===== config.mk =====
export PLATFORM = sky130hd
export DESIGN_NAME = swarm_rank_election_node_core
export DESIGN_NICKNAME = d
export VERILOG_FILES = /design/src/sv/sren_pkg.sv /design/src/sv/swarm_rank_election_node_core.sv /design/src/sv/sren_update.sv /design/src/sv/sren_led.sv
export SDC_FILE = /design/constraint.sdc
export NUM_CORES = 1
export LEC_CHECK = 0
export BUFFER_PORTS_ARGS = -buffer_cell sky130_fd_sc_hd__clkbuf_2
export CAP_MARGIN = 0
export CORE_ASPECT_RATIO = 1.1
export CORE_MARGIN = 10
export CORE_UTILIZATION = 50
export DETAILED_ROUTE_END_ITERATION = 16
export HOLD_SLACK_MARGIN = 0.03
export PLACE_DENSITY = 0.73
export REMOVE_ABC_BUFFERS = 1
export SYNTH_ARGS = -nofsm -noshare
export SYNTH_HDL_FRONTEND = slang
export SYNTH_SLANG_ARGS = --single-unit

===== constraint.sdc =====
create_clock -name clock -period 6.25 [get_ports clock]
set_input_delay 0.625 -clock clock [delete_from_list [all_inputs] [get_ports clock]]
set_output_delay 0.625 -clock clock [all_outputs]
set_load 0.01 [all_outputs]

===== src/sv/sren_pkg.sv =====
// Shared types and constants for the swarm rank election node.
`timescale 1ns / 1ps

package sren_pkg;

   localparam int RANK_W   = 16;
   localparam int UID_W    = 16;
   localparam int TICK_W   = 32;
   localparam int WINDOW_W = 16;
   localparam int CSR_IDX_W  = 2;
   localparam int CSR_DATA_W = 32;

   // Register indexes on the csr port
   localparam logic [CSR_IDX_W-1:0] CSR_NODE_UID     = 2'd0;
   localparam logic [CSR_IDX_W-1:0] CSR_START_TICK   = 2'd1;
   localparam logic [CSR_IDX_W-1:0] CSR_CLAIM_WINDOW = 2'd2;

   localparam logic [WINDOW_W-1:0] WINDOW_RESET = 16'd160;
   localparam logic [RANK_W-1:0]   UNRANKED     = 16'hFFFF;

   // LED slot/tier layout
   localparam int SLOTS_PER_TIER = 7;
   localparam int SLOT_W         = 3;
   localparam logic [RANK_W-1:0] TIER1_BASE = RANK_W'(SLOTS_PER_TIER);
   localparam logic [RANK_W-1:0] TIER2_BASE = RANK_W'(2 * SLOTS_PER_TIER);
   localparam logic [RANK_W-1:0] TIER3_BASE = RANK_W'(3 * SLOTS_PER_TIER);

   // Blink timing, period is a power of two so the phase is the low tick bits
   localparam int BLINK_PERIOD = 64;
   localparam int CYCLE_W      = $clog2(BLINK_PERIOD);
   localparam logic [CYCLE_W-1:0] TIER1_ON_END  = CYCLE_W'(16);
   localparam logic [CYCLE_W-1:0] TIER2_ON1_END = CYCLE_W'(12);
   localparam logic [CYCLE_W-1:0] TIER2_ON2_BEG = CYCLE_W'(22);
   localparam logic [CYCLE_W-1:0] TIER2_ON2_END = CYCLE_W'(34);
   localparam logic [CYCLE_W-1:0] HIGH_ON_END   = CYCLE_W'(8);

   typedef struct packed {
      logic [RANK_W-1:0] rank;
      logic              changed;
      logic              heard;
   } rank_upd_type;

   typedef struct packed {
      logic red;
      logic green;
      logic blue;
   } led_type;

endpackage


===== src/sv/swarm_rank_election_node_core.sv =====
// Top level of the swarm rank election node: item pipeline, state and csr.
`timescale 1ns / 1ps
// An accepted item is held in the input register, then in the result register, where rsp offers it.
// Throughput: 1 item per cycle while rsp is not stalled; the rank update and LED decode sit in one stage.
// Backpressure on rsp stalls both stages; req_ready follows the input stage.
// Reset (synchronous, active high): rank unranked, no lower uid heard,
// node_uid 0, start_tick 0, claim window 160, both stages empty.

module swarm_rank_election_node_core (
   input  logic                            clock,
   input  logic                            reset,
   // request channel
   input  logic                            req_valid,
   output logic                            req_ready,
   input  logic                            req_opcode,
   input  logic [sren_pkg::TICK_W-1:0]     req_now_ticks,
   input  logic [sren_pkg::RANK_W-1:0]     req_nbr_rank,
   input  logic [sren_pkg::UID_W-1:0]      req_nbr_uid,
   // response channel
   output logic                            rsp_valid,
   input  logic                            rsp_ready,
   output logic [sren_pkg::RANK_W-1:0]     rsp_rank,
   output logic                            rsp_broadcast_updated,
   output logic                            rsp_led_red,
   output logic                            rsp_led_green,
   output logic                            rsp_led_blue,
   // configuration write port
   input  logic                            csr_we,
   input  logic [sren_pkg::CSR_IDX_W-1:0]  csr_index,
   input  logic [sren_pkg::CSR_DATA_W-1:0] csr_wdata
);
   import sren_pkg::*;

   // configuration registers
   logic [UID_W-1:0]    node_uid_ff;
   logic [TICK_W-1:0]   start_tick_ff;
   logic [WINDOW_W-1:0] claim_window_ff;

   // election state
   logic [RANK_W-1:0]   node_rank_ff;
   logic                heard_ff;

   // input stage
   logic                in_valid_ff;
   logic                in_opcode_ff;
   logic [TICK_W-1:0]   in_now_ff;
   logic [RANK_W-1:0]   in_rrank_ff;
   logic [UID_W-1:0]    in_ruid_ff;

   // result stage
   logic                out_valid_ff;
   logic [RANK_W-1:0]   out_rank_ff;
   logic                out_changed_ff;
   led_type             out_led_ff;

   logic                out_free;
   logic                advance;
   rank_upd_type        upd;
   led_type             led_in;

   // result register frees when empty or being taken; input stage moves on then
   assign out_free  = !out_valid_ff || rsp_ready;
   assign advance   = in_valid_ff && out_free;
   assign req_ready = !in_valid_ff || out_free;

   always_ff @(posedge clock) begin
      if (reset) begin
         node_uid_ff     <= '0;
         start_tick_ff   <= '0;
         claim_window_ff <= WINDOW_RESET;
      end else if (csr_we) begin
         case (csr_index)
            CSR_NODE_UID:     node_uid_ff     <= csr_wdata[UID_W-1:0];
            CSR_START_TICK:   start_tick_ff   <= csr_wdata[TICK_W-1:0];
            CSR_CLAIM_WINDOW: claim_window_ff <= csr_wdata[WINDOW_W-1:0];
            default: ;
         endcase
      end
   end

   // input register
   always_ff @(posedge clock) begin
      if (reset) begin
         in_valid_ff <= 1'b0;
      end else if (req_ready) begin
         in_valid_ff <= req_valid;
      end
   end

   always_ff @(posedge clock) begin
      if (req_ready && req_valid) begin
         in_opcode_ff <= req_opcode;
         in_now_ff    <= req_now_ticks;
         in_rrank_ff  <= req_nbr_rank;
         in_ruid_ff   <= req_nbr_uid;
      end
   end

   sren_update u_update (
      .opcode       (in_opcode_ff),
      .now_ticks    (in_now_ff),
      .nbr_rank     (in_rrank_ff),
      .nbr_uid      (in_ruid_ff),
      .node_uid     (node_uid_ff),
      .start_tick   (start_tick_ff),
      .claim_window (claim_window_ff),
      .cur_rank     (node_rank_ff),
      .cur_heard    (heard_ff),
      .upd          (upd)
   );

   sren_led u_led (
      .rank  (upd.rank),
      .cycle (in_now_ff[CYCLE_W-1:0]),
      .led   (led_in)
   );

   // state commits as the item moves into the result register, so the
   // next item in the input stage sees it on the following cycle
   always_ff @(posedge clock) begin
      if (reset) begin
         node_rank_ff <= UNRANKED;
         heard_ff     <= 1'b0;
      end else if (advance) begin
         node_rank_ff <= upd.rank;
         heard_ff     <= upd.heard;
      end
   end

   always_ff @(posedge clock) begin
      if (reset) begin
         out_valid_ff <= 1'b0;
      end else if (out_free) begin
         out_valid_ff <= in_valid_ff;
      end
   end

   always_ff @(posedge clock) begin
      if (advance) begin
         out_rank_ff    <= upd.rank;
         out_changed_ff <= upd.changed;
         out_led_ff     <= led_in;
      end
   end

   assign rsp_valid             = out_valid_ff;
   assign rsp_rank              = out_rank_ff;
   assign rsp_broadcast_updated = out_changed_ff;
   assign rsp_led_red           = out_led_ff.red;
   assign rsp_led_green         = out_led_ff.green;
   assign rsp_led_blue          = out_led_ff.blue;

`ifndef SYNTHESIS
   // rank only ever moves down
   a_rank_monotonic: assert property (@(posedge clock) disable iff (reset)
      !$past(reset) |-> node_rank_ff <= $past(node_rank_ff))
      else $error("node rank increased");

   // lower-uid flag is sticky
   a_heard_sticky: assert property (@(posedge clock) disable iff (reset)
      !$past(reset) |-> !$fell(heard_ff))
      else $error("lower uid flag cleared");

   // a rank change always lands on an assigned rank
   a_change_ranked: assert property (@(posedge clock) disable iff (reset)
      rsp_valid && rsp_broadcast_updated |-> rsp_rank != UNRANKED)
      else $error("broadcast update with unranked rank");

   // unranked shows blue only
   a_unranked_blue: assert property (@(posedge clock) disable iff (reset)
      rsp_valid && (rsp_rank == UNRANKED) |->
         rsp_led_blue && !rsp_led_red && !rsp_led_green)
      else $error("unranked node not blue");

   // a stalled input stage keeps its item
   a_in_hold: assert property (@(posedge clock) disable iff (reset)
      in_valid_ff && !advance |=> in_valid_ff && $stable(in_rrank_ff))
      else $error("input stage lost an item");
`endif

endmodule


===== src/sv/sren_update.sv =====
// Rank gradient, lower-uid tracking and rank-zero claim for one item.
`timescale 1ns / 1ps

module sren_update (
   input  logic                          opcode,
   input  logic [sren_pkg::TICK_W-1:0]   now_ticks,
   input  logic [sren_pkg::RANK_W-1:0]   nbr_rank,
   input  logic [sren_pkg::UID_W-1:0]    nbr_uid,
   input  logic [sren_pkg::UID_W-1:0]    node_uid,
   input  logic [sren_pkg::TICK_W-1:0]   start_tick,
   input  logic [sren_pkg::WINDOW_W-1:0] claim_window,
   input  logic [sren_pkg::RANK_W-1:0]   cur_rank,
   input  logic                          cur_heard,
   output sren_pkg::rank_upd_type        upd
);
   import sren_pkg::*;

   logic [RANK_W-1:0] cand;
   logic              take_cand;
   logic [RANK_W-1:0] grad_rank;
   logic              heard;
   logic [TICK_W-1:0] elapsed;
   logic              window_over;
   logic              claim;

   always_comb begin
      cand      = nbr_rank + RANK_W'(1);
      take_cand = opcode && (nbr_rank != UNRANKED) && (cand < cur_rank);
      grad_rank = take_cand ? cand : cur_rank;
      heard     = cur_heard || (opcode && (nbr_uid < node_uid));
      // modulo-2^32 elapsed, so counter wrap behaves
      elapsed     = now_ticks - start_tick;
      window_over = (elapsed[TICK_W-1:WINDOW_W] != '0) ||
                    (elapsed[WINDOW_W-1:0] > claim_window);
      claim       = (grad_rank == UNRANKED) && window_over && !heard;

      upd.rank    = claim ? '0 : grad_rank;
      upd.changed = take_cand || claim;
      upd.heard   = heard;
   end

endmodule


===== src/sv/sren_led.sv =====
// LED colour decode from rank and tick phase.
`timescale 1ns / 1ps

module sren_led (
   input  logic [sren_pkg::RANK_W-1:0]  rank,
   input  logic [sren_pkg::CYCLE_W-1:0] cycle,
   output sren_pkg::led_type            led
);
   import sren_pkg::*;

   logic [RANK_W-1:0] slot_full;
   logic [SLOT_W-1:0] slot;
   logic              on;

   // Tier found by compares; only tiers 0..2 need the slot
   always_comb begin
      led       = '0;
      on        = 1'b0;
      slot_full = rank;
      if (rank == UNRANKED) begin
         led.blue = 1'b1;
      end else if (rank >= TIER3_BASE) begin
         on        = cycle < HIGH_ON_END;
         led.red   = on;
         led.green = on;
         led.blue  = on;
      end else begin
         if (rank < TIER1_BASE) begin
            on = 1'b1;
         end else if (rank < TIER2_BASE) begin
            slot_full = rank - TIER1_BASE;
            on        = cycle < TIER1_ON_END;
         end else begin
            slot_full = rank - TIER2_BASE;
            on        = (cycle < TIER2_ON1_END) ||
                        ((cycle >= TIER2_ON2_BEG) && (cycle < TIER2_ON2_END));
         end
         led.red   = on && slot[0];
         led.green = on && slot[1];
         led.blue  = on && slot[2];
      end
   end

   assign slot = slot_full[SLOT_W-1:0];

endmodule


==> Word level (Yosys, flattened, before mapping) <==
Index checks and enable logic that the tools add are counted.
{ "totals": {"register_bits": 168, "in_bits": 104, "output_inout_bits": 22} }
{ "classes": {"n_addsub": 4, "order_cmp": 11, "eq_ne": 5, "n_mux": 11, "reduce_logical": 25} }
{ "ops": {"columns": ["operator", "count"], "rows": [
  ["16-bit equality test, second input constant", 2],
  ["16-bit < comparator", 2],
  ["16-bit two-way mux", 2],
  ["32-bit subtractor", 1],
  ["16-bit by 1-bit adder with 16-bit output, second input constant", 1],
  ["16-bit by 5-bit greater-or-equal comparator with 1-bit output, second input constant", 1],
  ["16-bit > comparator", 1],
  ["16-bit by 3-bit < comparator with 1-bit output, second input constant", 1],
  ["16-bit by 4-bit < comparator with 1-bit output, second input constant", 1],
  ["16-bit inequality test, second input constant", 1],
  ["16-bit nonzero test", 1],
  ["3-bit two-way mux", 5],
  ["6-bit by 4-bit < comparator with 1-bit output, second input constant", 2],
  ["1-bit logical AND", 11],
  ["6-bit by 5-bit greater-or-equal comparator with 1-bit output, second input constant", 1],
  ["1-bit logical OR", 6],
  ["6-bit by 5-bit < comparator with 1-bit output, second input constant", 1],
  ["6-bit < comparator, second input constant", 1],
  ["2-bit AND reduction", 3],
  ["3-bit subtractor, second input constant", 2],
  ["1-bit two-way mux", 4],
  ["1-bit logical NOT", 3],
  ["2-bit by 1-bit equality test with 1-bit output, second input constant", 1],
  ["2-bit equality test, second input constant", 1],
  ["2-bit logical NOT", 1]
]} }

==> Logic depth before layout (Yosys ltp) <==
{ "logic_depth": {"word_depth": 15, "depth_mapped": 31, "mapped_depth_nobuf": 30} }

==> Cells and area by module <==
A second synthesis with hierarchy kept.
{ "hier_totals": {"hier_cells": 1041, "hier_area_um2": 9596.7} }
{ "by_module_without_submodules": {"columns": ["module", "instances", "cells_each", "area_each_um2", "seq_area_each_um2"], "rows": [
  ["swarm_rank_election_node_core", 1, 451, 5552.8, 4214.0],
  ["sren_update", 1, 541, 3677.3, 0.0],
  ["sren_led", 1, 49, 366.6, 0.0]
]} }

==> Worst setup path before layout <==
OpenSTA, ideal clock, no wires.
{ "synth_path": {"path_type": "register to register", "startpoint": "register in_now_ff[4]", "endpoint": "register out_led_ff, in the netlist rsp_led_green (data pin)", "arrival_time_ns": 5.393, "setup_slack_ns": 0.601, "stages_incl_launch_ff": 29, "path_buffers": 1, "synth_period_minus_slack_ns": 5.649, "cell_sequence": "edfxtp_1 ha_1 a21oi_1 and2_1 and2_1 o31a_1 o21ai_0 a31oi_1 xnor2_1 ha_1 nand4_1 nor3_1 a2bb2oi_1 nor4_1 nand4_1 o41a_4 buf_4 or2_2 inv_1 ha_1 nand2b_1 a21oi_1 o221ai_1 nor2_1 o21bai_1 o31ai_1 o21ai_0 nor2b_1 nor3_1"} }
{ "synth_via": {"elab_chain_cells": 13, "elab_cells_between_ends": 30, "classes_between": "add/sub (3); order compare (9); eq/ne (1); mux (10); reduce/logical (7)"} }
{ "synth_lines": {"columns": ["element", "line_no", "rtl"], "rows": [
  ["start: declaration", "swarm_rank_election_node_core.sv:46", "logic [TICK_W-1:0] in_now_ff;"],
  ["start signal: assignment", "swarm_rank_election_node_core.sv:93", "in_now_ff <= req_now_ticks;"],
  ["32-bit subtractor (*)", "sren_update.sv:32", "elapsed = now_ticks - start_tick;"],
  ["16-bit > comparator / 16-bit nonzero test (equally long branches)", "sren_update.sv:34, sren_update.sv:33", null],
  ["1-bit logical OR (*)", "sren_update.sv:33", "window_over = (elapsed[TICK_W-1:WINDOW_W] != '0) ||"],
  ["1-bit logical AND (*) (2 in series)", "sren_update.sv:35", "claim = (grad_rank == UNRANKED) && window_over && !heard;"],
  ["16-bit two-way mux (*)", "sren_update.sv:37", "upd.rank = claim ? '0 : grad_rank;"],
  ["named net u_led.rank (one bit)", "sren_led.sv:5", "input logic [sren_pkg::RANK_W-1:0] rank,"],
  ["16-bit by 4-bit < comparator with 1-bit output, or another cell as far along", "sren_led.sv:30", "end else if (rank < TIER2_BASE) begin"],
  ["1-bit two-way mux / 3-bit two-way mux (equally long branches)", "sren_led.sv:30", null],
  ["1-bit two-way mux / 3-bit two-way mux (equally long branches)", "sren_led.sv:28", "if (rank < TIER1_BASE) begin"],
  ["1-bit two-way mux / 3-bit two-way mux (equally long branches)", "sren_led.sv:22", "end else if (rank >= TIER3_BASE) begin"],
  ["1-bit two-way mux / 3-bit two-way mux (equally long branches)", "sren_led.sv:20", "if (rank == UNRANKED) begin"],
  ["1-bit logical AND", "sren_led.sv:39", "led.green = on && slot[1];"],
  ["3-bit two-way mux", "sren_led.sv:22", null],
  ["end signal: assignment", "swarm_rank_election_node_core.sv:142", "out_led_ff <= led_in;"],
  ["end: declaration", "swarm_rank_election_node_core.sv:54", "led_type out_led_ff;"]
]} }
The timed path passes the listed nets; every way through them passes the cells marked *. The select of a mux whose other input is x is not followed.
A chain may end at the register's enable or synchronous reset.

==> Worst setup path in the final report <==
{ "layout_path": {"startpoint": "register in_rrank_ff[6]", "endpoint": "register out_led_ff, in the netlist rsp_led_green (data pin)"} }
{ "layout_via": {"elab_chain_cells": 15, "elab_cells_between_ends": 26, "classes_between": "add/sub (3); order compare (4); eq/ne (3); mux (11); reduce/logical (5)"} }
{ "layout_lines": {"columns": ["element", "line_no", "rtl"], "rows": [
  ["start: declaration", "swarm_rank_election_node_core.sv:47", "logic [RANK_W-1:0] in_rrank_ff;"],
  ["start signal: assignment", "swarm_rank_election_node_core.sv:94", "in_rrank_ff <= req_nbr_rank;"],
  ["16-bit by 1-bit adder with 16-bit output / 16-bit inequality test (equally long branches)", "sren_update.sv:27, sren_update.sv:28", null],
  ["16-bit < comparator / 1-bit logical AND (equally long branches)", "sren_update.sv:28", "take_cand = opcode && (nbr_rank != UNRANKED) && (cand < cur_rank);"],
  ["1-bit logical AND", "sren_update.sv:28", null],
  ["16-bit two-way mux (*)", "sren_update.sv:29", "grad_rank = take_cand ? cand : cur_rank;"],
  ["16-bit equality test", "sren_update.sv:35", null],
  ["1-bit logical AND (2 in series)", "sren_update.sv:35", null],
  ["16-bit two-way mux (*)", "sren_update.sv:37", null],
  ["16-bit by 4-bit < comparator with 1-bit output, or another cell as far along", "sren_led.sv:30", null],
  ["1-bit two-way mux / 3-bit two-way mux (equally long branches)", "sren_led.sv:30", null],
  ["1-bit two-way mux / 3-bit two-way mux (equally long branches)", "sren_led.sv:28", null],
  ["1-bit two-way mux / 3-bit two-way mux (equally long branches)", "sren_led.sv:22", null],
  ["1-bit two-way mux / 3-bit two-way mux (equally long branches)", "sren_led.sv:20", null],
  ["1-bit logical AND", "sren_led.sv:39", null],
  ["3-bit two-way mux", "sren_led.sv:22", null]
]} }
Mark *: on every way between the ends. The rest lies on a longest branch, timed or not. The select of a mux whose other input is x is not followed.

==> summary.txt <==
Outcome
  – Status: completed

Synth
  – EDFF count, synth: 85
  – Synth area leader: edfxtp_1
  – Synth warn: 0
  – Synth Register Bits: 168
  – Seq/Total Area, Yosys: 41.4%
  – Synth cell types: 76
  – Share of the synthesized area in the top cell type: 25.0%
  – Ys async rst share: 0%
  – Post-synthesis area per instance: 8.84 µm²
  – Top post-synthesis cells by area: edfxtp_1, dfxtp_1, ha_1
  – Cell area after synthesis: 0.0102 mm²
  – Mapped Cells: about 1,200
  – Top FF cell, synth: edfxtp_1

Setup path
  – Worst setup path end: rsp_led_green
  – Setup slack, reg-to-reg: 0.40 ns
  – Crit path from: in_rrank_ff[6]
  – CP max stage delay: ~0.47 ns
  – Reg2Reg Launch Point: in_rrank_ff[6]
  – Maximum fanout along the worst path: 8
  – R2r worst-path depth: 26
  – CP arrival: 6.11 ns
  – Slowest CP cell: edfxtp_1
  – Critical Path Most Common Cell: nor2_1
  – CP required: 6.52 ns
  – CP Launch Type: flip-flop
  – Worst Setup Path Type: flip-flop to flip-flop
  – Worst Setup End Kind: flip-flop
  – R2R Path End: rsp_led_green

GRT
  – Largest net degree at the start of global routing: 80
  – Tot GR Track Use: about a fifth
  – Vias in the first global route: 8,583
  – First-pass GRT wire length: 43,400 µm
  – Remaining global-route overflow: 0
  – Initial antenna violation count: 0

Power and ir drop
  – PD cells: about 250 mW/mm²
  – Overall power: 2.92 mW
  – Leak pwr: 4.66 nW
  – Worst vdd ir: 0.159 mV

STA
  – Setup Viol. Count Final: 0
  – Measured slew at the worst slew-check pin: about 0.91 ns
  – Fmax: 171 MHz
  – Final Hold Fails: 0
  – Crit share post-route: between 90% and 100%
  – Fin crit period: 5.85 ns
  – Clock skew: 0.00865 ns
  – Unrepaired setup endpoints after global routing: no
  – Final max-slew violation count: 0
  – Worst relative slew slack: between 30% and 40%

Place
  – Placed cell area: about 0.011 mm²
  – Gp weighted congestion: 0.923
  – DP Wirelength: 19,900 µm
  – Buffers on Ports: 125

Run
  – Max-cap violations: 0

Route
  – Final wirelength: 27,000 µm
  – DRC violations left: 0
  – First-pass DRT Iterations: 6
  – DR iter-0 viols: around 670
  – Drt wl/cell: 17.7 µm
  – Vias per cell: 5.81
  – Vias: 8,887
  – Routed Antenna Nets: 0

CTS
  – Clk slew on worst S/H paths: 0.07 ns
  – Clk root buf: clkbuf_16
  – Clock Latency Late Sink: 0.43 ns
  – CTS Buf Count: 17
  – Num Clock Sinks: roughly 170
  – CTS tree: built
  – H-tree Lvls: 4
  – Clock Path Buffers: 2

Layout
  – Final Cell Area: 0.0117 mm²
  – Most frequent cells in the layout: nand2_1, a21oi_1, clkbuf_2
  – Share of layout cells above drive strength 1: 17.1%
  – Area delta synth->final: 15.3%
  – Post-layout nets: 1,450
  – Commonest non-fill, non-tap cell in the layout: nand2_1
  – Antenna fix cells: 0

Floorplanning
  – Initial Util: 51.1%
  – Die ar.: 0.0265 mm²
  – Die height: 170 µm
  – DIE WIDTH: 156 µm
  – Num ports: 126
  – Std cell rows: 54
  – Core ar.: 0.0199 mm²

Min path
  – Hold crit path type: primary input to flip-flop
[sequential cells by signal (all words and copies together) (netlist names), 16 cells and up]
signal	cells
claim_window_ff	16
in_now_ff	32
in_rrank_ff	16
in_ruid_ff	16
node_rank_ff	16
node_uid_ff	16
rsp_rank	16
start_tick_ff	32
[area by class of cell]
type	instances	area, µm²
Inverter	105	394
Multi-Input combinational cell	827	5420
Clock inverter	12	124
Timing Repair Buffer	145	776
Fill cell	1746	8180
Tap cell	252	315
Clock buffer	20	500
Sequential cell	168	4220
[worst min-delay path by stage]
stage | slack [ns] | start | depth (start not counted) | endpoint
6_report | 0.36 | req_now_ticks[24] | 1 | in_now_ff[24]
3_3_place_gp | 0.44 | node_uid_ff[5] | 2 | node_uid_ff[5]
5_1_grt | 0.35 | req_nbr_uid[10] | 1 | in_ruid_ff[10]
2_1_floorplan | 0.43 | claim_window_ff[10] | 2 | claim_window_ff[10]
3_5_place_dp | 0.45 | claim_window_ff[14] | 2 | claim_window_ff[14]
4_1_cts | 0.35 | req_nbr_uid[5] | 1 | in_ruid_ff[5]
[timing repair]
action | 4_1_cts | 5_1_grt
buffers inserted | 0 | 7
endpoints found under the hold margin | 0 | 0
hold buffers | 0 | 0
endpoints found under the setup margin | 0 | 3
resized for setup | 0 | 16
[critical path: cells and delay by family, from the launching register on]
kind	cells	cell delay, ns
simple gates	12	2.41
compound gates	9	1.64
fa+ha+maj	2	0.51
flops	1	0.47
mux	1	0.35
buf+inv	2	0.31
[power breakdown]
part	total (mW)	internal [mW]	switching, mW	leakage, nW
clock	1.11	0.631	0.478	0.304
sequential	1.26	1.22	0.0369	1.49
combinational	0.552	0.223	0.329	2.86
total	2.92	2.08	0.844	4.66
[cell families after synthesis]
kind of cell             after synthesis  synth area share, %
flip-flops                           168                 41.4
multiplexers                           7                0.724
XOR/XNOR                              31                 2.66
buffers and inverters                158                 6.11
adder cells (fa/ha/maj)               82                 10.1
AND/OR/NAND/NOR                      408                 19.7
AO/OA/AOI/OAI                        299                 19.3
[Yosys cell counts, types with 5 or more instances]
| cell | n |
|---|---|
| nand2_1 | 179 |
| a21oi_1 | 125 |
| inv_1 | 104 |
| edfxtp_1 | 85 |
| dfxtp_1 | 83 |
| ha_1 | 81 |
| nor2_1 | 51 |
| clkbuf_1 | 41 |
| o21ai_0 | 33 |
| nand3_1 | 27 |
| nand4_1 | 27 |
| xnor2_1 | 24 |
| nor4_1 | 22 |
| a211o_1 | 21 |
| a211oi_1 | 20 |
| nor3_1 | 15 |
| nor2b_1 | 14 |
| or3_1 | 12 |
| o21a_1 | 11 |
| a21o_1 | 10 |
| and3_1 | 10 |
| o211ai_1 | 10 |
| nand2b_1 | 9 |
| or2_2 | 8 |
| xor2_1 | 7 |
| and2_1 | 6 |
| o211a_1 | 6 |
| o21bai_1 | 6 |
| o221ai_1 | 6 |
| o31a_1 | 6 |
| o31ai_1 | 6 |
| buf_1 | 5 |
[per-stage QoR]
step | std cells | utilization (%) | worst slack, ns | hold slack [ns] | TNS (ns)
floorplan | 1100 | - | -0.0256 | 0.430 | -0.0256
global placement | 1490 | 55.2 | 0.319 | 0.443 | 0
detailed placement | 1490 | 55.2 | 0.160 | 0.446 | 0
CTS | 1522 | 58.3 | 0.147 | 0.353 | 0
global route | 1529 | 58.9 | 0.0258 | 0.352 | 0
finish | 1529 | 58.9 | 0.403 | 0.360 | 0
[routing by layer]
layer / track usage, % / part of all wire [%]
met2: 34.7 / 49
met5: 0 / 0
met3: 4.03 / 5.5
met1: 24.6 / 43
met4: 6.45 / 2.2
Note: power is estimated with default switching activity, not from simulation.
